## config.mk

```make
export PLATFORM = sky130hd
export DESIGN_NAME = krf_ctrl
export DESIGN_NICKNAME = d
export VERILOG_FILES = /design/src/sv/krf_pkg.sv /design/src/sv/krf_ctrl.sv
export VERILOG_INCLUDE_DIRS = /design/src /design/src/sv
export SDC_FILE = /design/constraint.sdc
export NUM_CORES = 1
export LEC_CHECK = 0
export ABC_AREA = 1
export BUFFER_PORTS_ARGS = -buffer_cell sky130_fd_sc_hd__buf_2
export CAP_MARGIN = 20
export CORE_ASPECT_RATIO = 1.2
export CORE_MARGIN = 5
export CORE_UTILIZATION = 38
export DETAILED_ROUTE_END_ITERATION = 8
export GPL_ROUTABILITY_DRIVEN = 0
export PLACE_DENSITY = 0.64
export SLEW_MARGIN = 40
export SYNTH_ARGS = -nofsm -noshare
export SYNTH_HDL_FRONTEND = slang
export SYNTH_SLANG_ARGS = --single-unit
```

## constraint.sdc

```tcl
create_clock -name clk -period 9.49 [get_ports clk]
set_clock_uncertainty 0.15 [all_clocks]
set_input_delay 0.949 -clock clk [delete_from_list [all_inputs] [get_ports clk]]
set_output_delay 0.949 -clock clk [all_outputs]
set_load 0.02 [all_outputs]
```

## src/sv/keyed_ring_fifo_unit_macros.svh

```systemverilog
// Assertion macros shared by the keyed ring FIFO modules.
// No dependencies; included by files that carry concurrent assertions.
`ifndef KEYED_RING_FIFO_UNIT_MACROS_SVH
`define KEYED_RING_FIFO_UNIT_MACROS_SVH

// Same-cycle implication, disabled during reset.
`define KRF_ASSERT_NOW(label, clk, rst, ante, cons, msg) \
  label: assert property (@(posedge clk) disable iff (rst) (ante) |-> (cons)) \
    else $error(msg);

// Next-cycle implication, disabled during reset.
`define KRF_ASSERT_NEXT(label, clk, rst, ante, cons, msg) \
  label: assert property (@(posedge clk) disable iff (rst) (ante) |=> (cons)) \
    else $error(msg);

`endif

```

## src/sv/krf_pkg.sv

```systemverilog
// Package for the keyed ring FIFO: command codes, field widths and types.
// No dependencies; used by all keyed ring FIFO modules.
`timescale 1ns / 1ps

package krf_pkg;

  localparam int DEPTH_DEFAULT = 256;

  localparam int KEY_W   = 32;
  localparam int PAY_W   = 32;
  localparam int FILL_W  = 8;
  localparam int COUNT_W = 32;
  localparam int CMD_W   = 2;

  localparam logic [CMD_W-1:0] CMD_PUSH      = 2'd0;
  localparam logic [CMD_W-1:0] CMD_POP       = 2'd1;
  localparam logic [CMD_W-1:0] CMD_POP_MATCH = 2'd2;

  typedef struct packed {
    logic [KEY_W-1:0] key;
    logic [PAY_W-1:0] payload;
  } entry_t;

  typedef struct packed {
    logic [CMD_W-1:0] command;
    logic [KEY_W-1:0] key;
    logic [PAY_W-1:0] payload;
  } command_t;

  typedef struct packed {
    logic               ok;
    logic [KEY_W-1:0]   key;
    logic [PAY_W-1:0]   payload;
    logic [FILL_W-1:0]  fill_count;
    logic [COUNT_W-1:0] overflow_count;
    logic [COUNT_W-1:0] underflow_count;
  } result_t;

endpackage

```

## src/sv/krf_ctrl.sv

```systemverilog
// Command logic of the keyed ring FIFO: slot pointers, refusal counters, result.
// Depends on krf_pkg and keyed_ring_fifo_unit_macros.svh.
`timescale 1ns / 1ps
`include "keyed_ring_fifo_unit_macros.svh"

module krf_ctrl #(
  parameter int DEPTH = krf_pkg::DEPTH_DEFAULT,
  parameter int PW    = $clog2(DEPTH)
) (
  input  logic              clk,
  input  logic              rst,
  input  logic              proc,
  input  krf_pkg::command_t cmd,
  input  krf_pkg::entry_t   head,
  output logic              we,
  output logic [PW-1:0]     waddr,
  output krf_pkg::entry_t   wdata,
  output logic [PW-1:0]     raddr,
  output krf_pkg::result_t  res
);

  logic [PW-1:0] write_slot, write_slot_next;
  logic [PW-1:0] read_slot, read_slot_next;
  logic [krf_pkg::COUNT_W-1:0] refused_pushes, refused_pushes_next;
  logic [krf_pkg::COUNT_W-1:0] refused_pops, refused_pops_next;

  logic          full;
  logic          empty;
  logic [PW-1:0] fill_now;
  logic [PW-1:0] fill_after;
  logic [31:0]   fill_wide;

  assign full     = (write_slot == read_slot);
  assign fill_now = read_slot - write_slot - 1'b1;
  assign empty    = (fill_now == '0);

  always_comb begin
    write_slot_next     = write_slot;
    read_slot_next      = read_slot;
    refused_pushes_next = refused_pushes;
    refused_pops_next   = refused_pops;
    we                  = 1'b0;
    res.ok              = 1'b0;
    res.key             = '0;
    res.payload         = '0;
    if (proc) begin
      case (cmd.command)
        krf_pkg::CMD_PUSH: begin
          if (!full) begin
            we              = 1'b1;
            write_slot_next = write_slot - 1'b1;
            res.ok          = 1'b1;
          end else begin
            refused_pushes_next = refused_pushes + 1'b1;
          end
        end
        krf_pkg::CMD_POP: begin
          if (!empty) begin
            read_slot_next = read_slot - 1'b1;
            res.ok         = 1'b1;
            res.key        = head.key;
            res.payload    = head.payload;
          end else begin
            refused_pops_next = refused_pops + 1'b1;
          end
        end
        krf_pkg::CMD_POP_MATCH: begin
          if (!empty && (head.key == cmd.key)) begin
            read_slot_next = read_slot - 1'b1;
            res.ok         = 1'b1;
            res.key        = head.key;
            res.payload    = head.payload;
          end
        end
        default: begin
        end
      endcase
    end
    fill_after          = read_slot_next - write_slot_next - 1'b1;
    fill_wide           = 32'(fill_after);
    res.fill_count      = (fill_wide > 32'd255) ? 8'hFF : fill_wide[7:0];
    res.overflow_count  = refused_pushes_next;
    res.underflow_count = refused_pops_next;
  end

  assign waddr         = write_slot;
  assign wdata.key     = cmd.key;
  assign wdata.payload = cmd.payload;
  // Keep the read register loaded with the head entry of the state being entered.
  assign raddr         = read_slot_next - 1'b1;

  always_ff @(posedge clk) begin
    if (rst) begin
      write_slot     <= PW'(DEPTH - 1);
      read_slot      <= '0;
      refused_pushes <= '0;
      refused_pops   <= '0;
    end else begin
      write_slot     <= write_slot_next;
      read_slot      <= read_slot_next;
      refused_pushes <= refused_pushes_next;
      refused_pops   <= refused_pops_next;
    end
  end

  `KRF_ASSERT_NOW(a_no_write_when_full, clk, rst, we, !full, "write into a full ring")
  `KRF_ASSERT_NEXT(a_idle_holds_slots, clk, rst, !proc,
    $stable(write_slot) && $stable(read_slot), "slot pointer moved without a command")
  `KRF_ASSERT_NEXT(a_pop_moves_head, clk, rst,
    proc && (cmd.command == krf_pkg::CMD_POP) && !empty,
    read_slot == PW'($past(read_slot) - 1'b1), "pop did not advance the read slot")
  `KRF_ASSERT_NEXT(a_full_push_counted, clk, rst,
    proc && (cmd.command == krf_pkg::CMD_PUSH) && full,
    refused_pushes == $past(refused_pushes) + 1'b1, "refused push not counted")

endmodule

```

==> flow_summary.ini <==
[floorplan]
core_um2 = 19400
ioPinCount = 351
die_w_um = 138
initial_core_util_pct = 38.4
rows = 56
fp.dieH_um = 163
die_area_um2 = 22500

[place]
dp_cells = 1743
io_buffers = 286
hpwl_um = 24100
placed_cell_area_um2 = 8640

[clock_tree]
clk_pin_slew_ps = 70
clock_path_buffers = 2
clock_latency_ps = 350
cts_buffers = 9
cts_tree = built
cts_root_buf = clkbuf_16
cts-resized-gates = 0
ctsHoldBuffers = 0
cts.sinks = 80
cts_setup_buffers = 0
cts-htree-levels = 3

[global_route]
grt_start_max_net_pins = 70
grt_pass1_vias = 7937
grt-ovfl-total = 0
grt_pass1_wl_um = 43100
track_usage_pct = 25.1
antenna_found_initial = 1

[logic_synthesis]
ys_types = 43
synth_edf_count = 0
syn_area_um2 = 7460
synthArstFlopShare_pct = 0
syn_avg_cell_area_um2 = 5.79
synth_ff_type = dfxtp_1
ys_seq_area_share_pct = 21.5
synth_seq_cells = 80
syn-num-nets = 1447
syn_inst = 1289
ys_warn_count = 0

[timing]
relSlewSlack_pct = 48.4
timing.fmax_mhz = 166
finalCritPeriodShare_pct = 63.6
setup_viol_count_final = 0
period_needed_ps = 6030
final.setup.tns_ps = 0
rsz0062_at_grt = no
tightest_slew_ps = 774
hold_viol = 0
slew_viol_final = 0

[min_path]
hp-start = refused_pops[30]
whs_path_depth = 2
hp-class = reg -> reg
min_to = refused_pops[30]

[layout]
drive_gt1_share_pct = 23.1
final-instance-count-excl-fill = 1759
finalInstanceArea_um2 = 8930
final_common_cell = nand2_1
utilization_pct = 46.0
diodes = 0
fin_nets = 1651
layout_common_cells = nand2_1, buf_2, inv_1
area_growth_pct = 19.8

[worst_setup_path]
crit_top_cell = nand2_1
worstPathArrival_ps = 4930
end_kind = output pin
worstSetupStartpoint = waddr[0]
cp_top_family = simple AND/OR/NAND/NOR gates
reg2reg_depth = 19
worstSetupStartpointType = register
rrSetupSlack_ps = 5810
required_ps = 8390
reg2reg_from = waddr[0]
critPathMaxStageDelay_ps = 470
cp_max_fo = 17
slowest_stage = fa_1
crit_buf_inv = 6
path_class = reg -> out
regToRegEndpoint = refused_pops[11]

[drt]
num_vias = 8412
dr.first_iter.drc_count = 450
wl_per_cell_um = 16.3
first_pass_iters = 5
drcViolationCount = 0
vias_per_cell = 4.78
drt_wl_total_um = 28800
ant_nets = 0

[flow_run]
maxCapViolations = 0

[pwr]
p_total_uw = 972
cellLeakagePower_nw = 4.93
power.density_nw_per_um2 = 109
vdd_drop_max_uv = 88.6

[run_status]
status = complete, no violations
-- power by group --
part	leakage [nW]	switching (mW)	internal (mW)	total (mW)
Combinational	4.15	0.194	0.0838	0.278
Clock	0.133	0.161	0.188	0.349
Sequential	0.646	0.00595	0.339	0.345
-- state kept, by name (all words and copies together), names as in the netlist --
register / cells
refused_pops: 32
refused_pushes: 32
read_slot: 8
waddr: 8
-- worst register-to-register path, cell delays in order (launching register included) --
cell and delay (ps):
dfxtp_1 320, inv_1 170, ha_1 200, inv_1 50
fa_1 470, nand2_1 50, nor2_1 90, nand2_1 70
nor2_2 110, nand2_1 80, nor2_2 170, nand2_4 170
nor3_4 370, nand3b_1 160, nor2_2 160, nand3_1 190
nor2_2 190, nand2_1 110, xnor2_2 150, and2_1 130
-- routing by layer --
layer	global-route usage (%)	wire (um)	vias up
met3	7.61	2640	55
met5	0	13	-
li1	-	-	4286
met4	9.34	912	2
met1	29.4	11300	3738
met2	42.7	13900	331
-- worst max path at each step --
stage / to / depth (start not counted)
after floorplan: res[71] / 28
after global placement: res[71] / 20
after detailed placement: res[71] / 20
after CTS: res[71] / 29
after global routing: res[71] / 30
final: res[71] / 29
-- final cells by class --
type / count / area [um2]
Clock buffer: 10 / 239
Inverter: 212 / 798
Timing Repair Buffer: 290 / 1460
Multi-Input combinational cell: 900 / 4460
Tap cell: 261 / 327
Fill cell: 2126 / 10500
Clock inverter: 6 / 51.3
Sequential cell: 80 / 1600
-- synthesized netlist by cell type, drive strengths merged, types with 2 or more instances --
master | count | area, um2
nor3b | 2 | 20.0
fa | 2 | 40.0
inv | 211 | 792
buf | 69 | 502
dfxtp | 80 | 1600
ha | 23 | 288
nand2 | 383 | 1460
nor3 | 44 | 236
xor2 | 60 | 533
o21ai | 38 | 190
nand3 | 64 | 330
and2 | 3 | 18.8
nor4 | 8 | 50.1
o211ai | 6 | 45.0
xnor2 | 9 | 86.3
clkbuf | 28 | 105
nor2 | 180 | 708
a21oi | 39 | 195
nand4 | 19 | 119
nand3b | 3 | 22.5
or2 | 10 | 62.6
-- through the flow --
stage,worst slack [ps],hold WS (ps)
CTS,3490,353
detailed placement,3680,342
finish,3460,353
floorplan,4530,317
global route,2970,380
global placement,3070,328
-- kinds of logic after synthesis --
logic type,Yosys count,share of synthesized area (%)
compound gates,88,6.24
xor+xnor,69,8.31
fa+ha+maj,25,4.40
buf+inv,309,18.8
flops,80,21.5
simple gates,718,40.8
No activity file was read; power rests on OpenSTA's default activity.
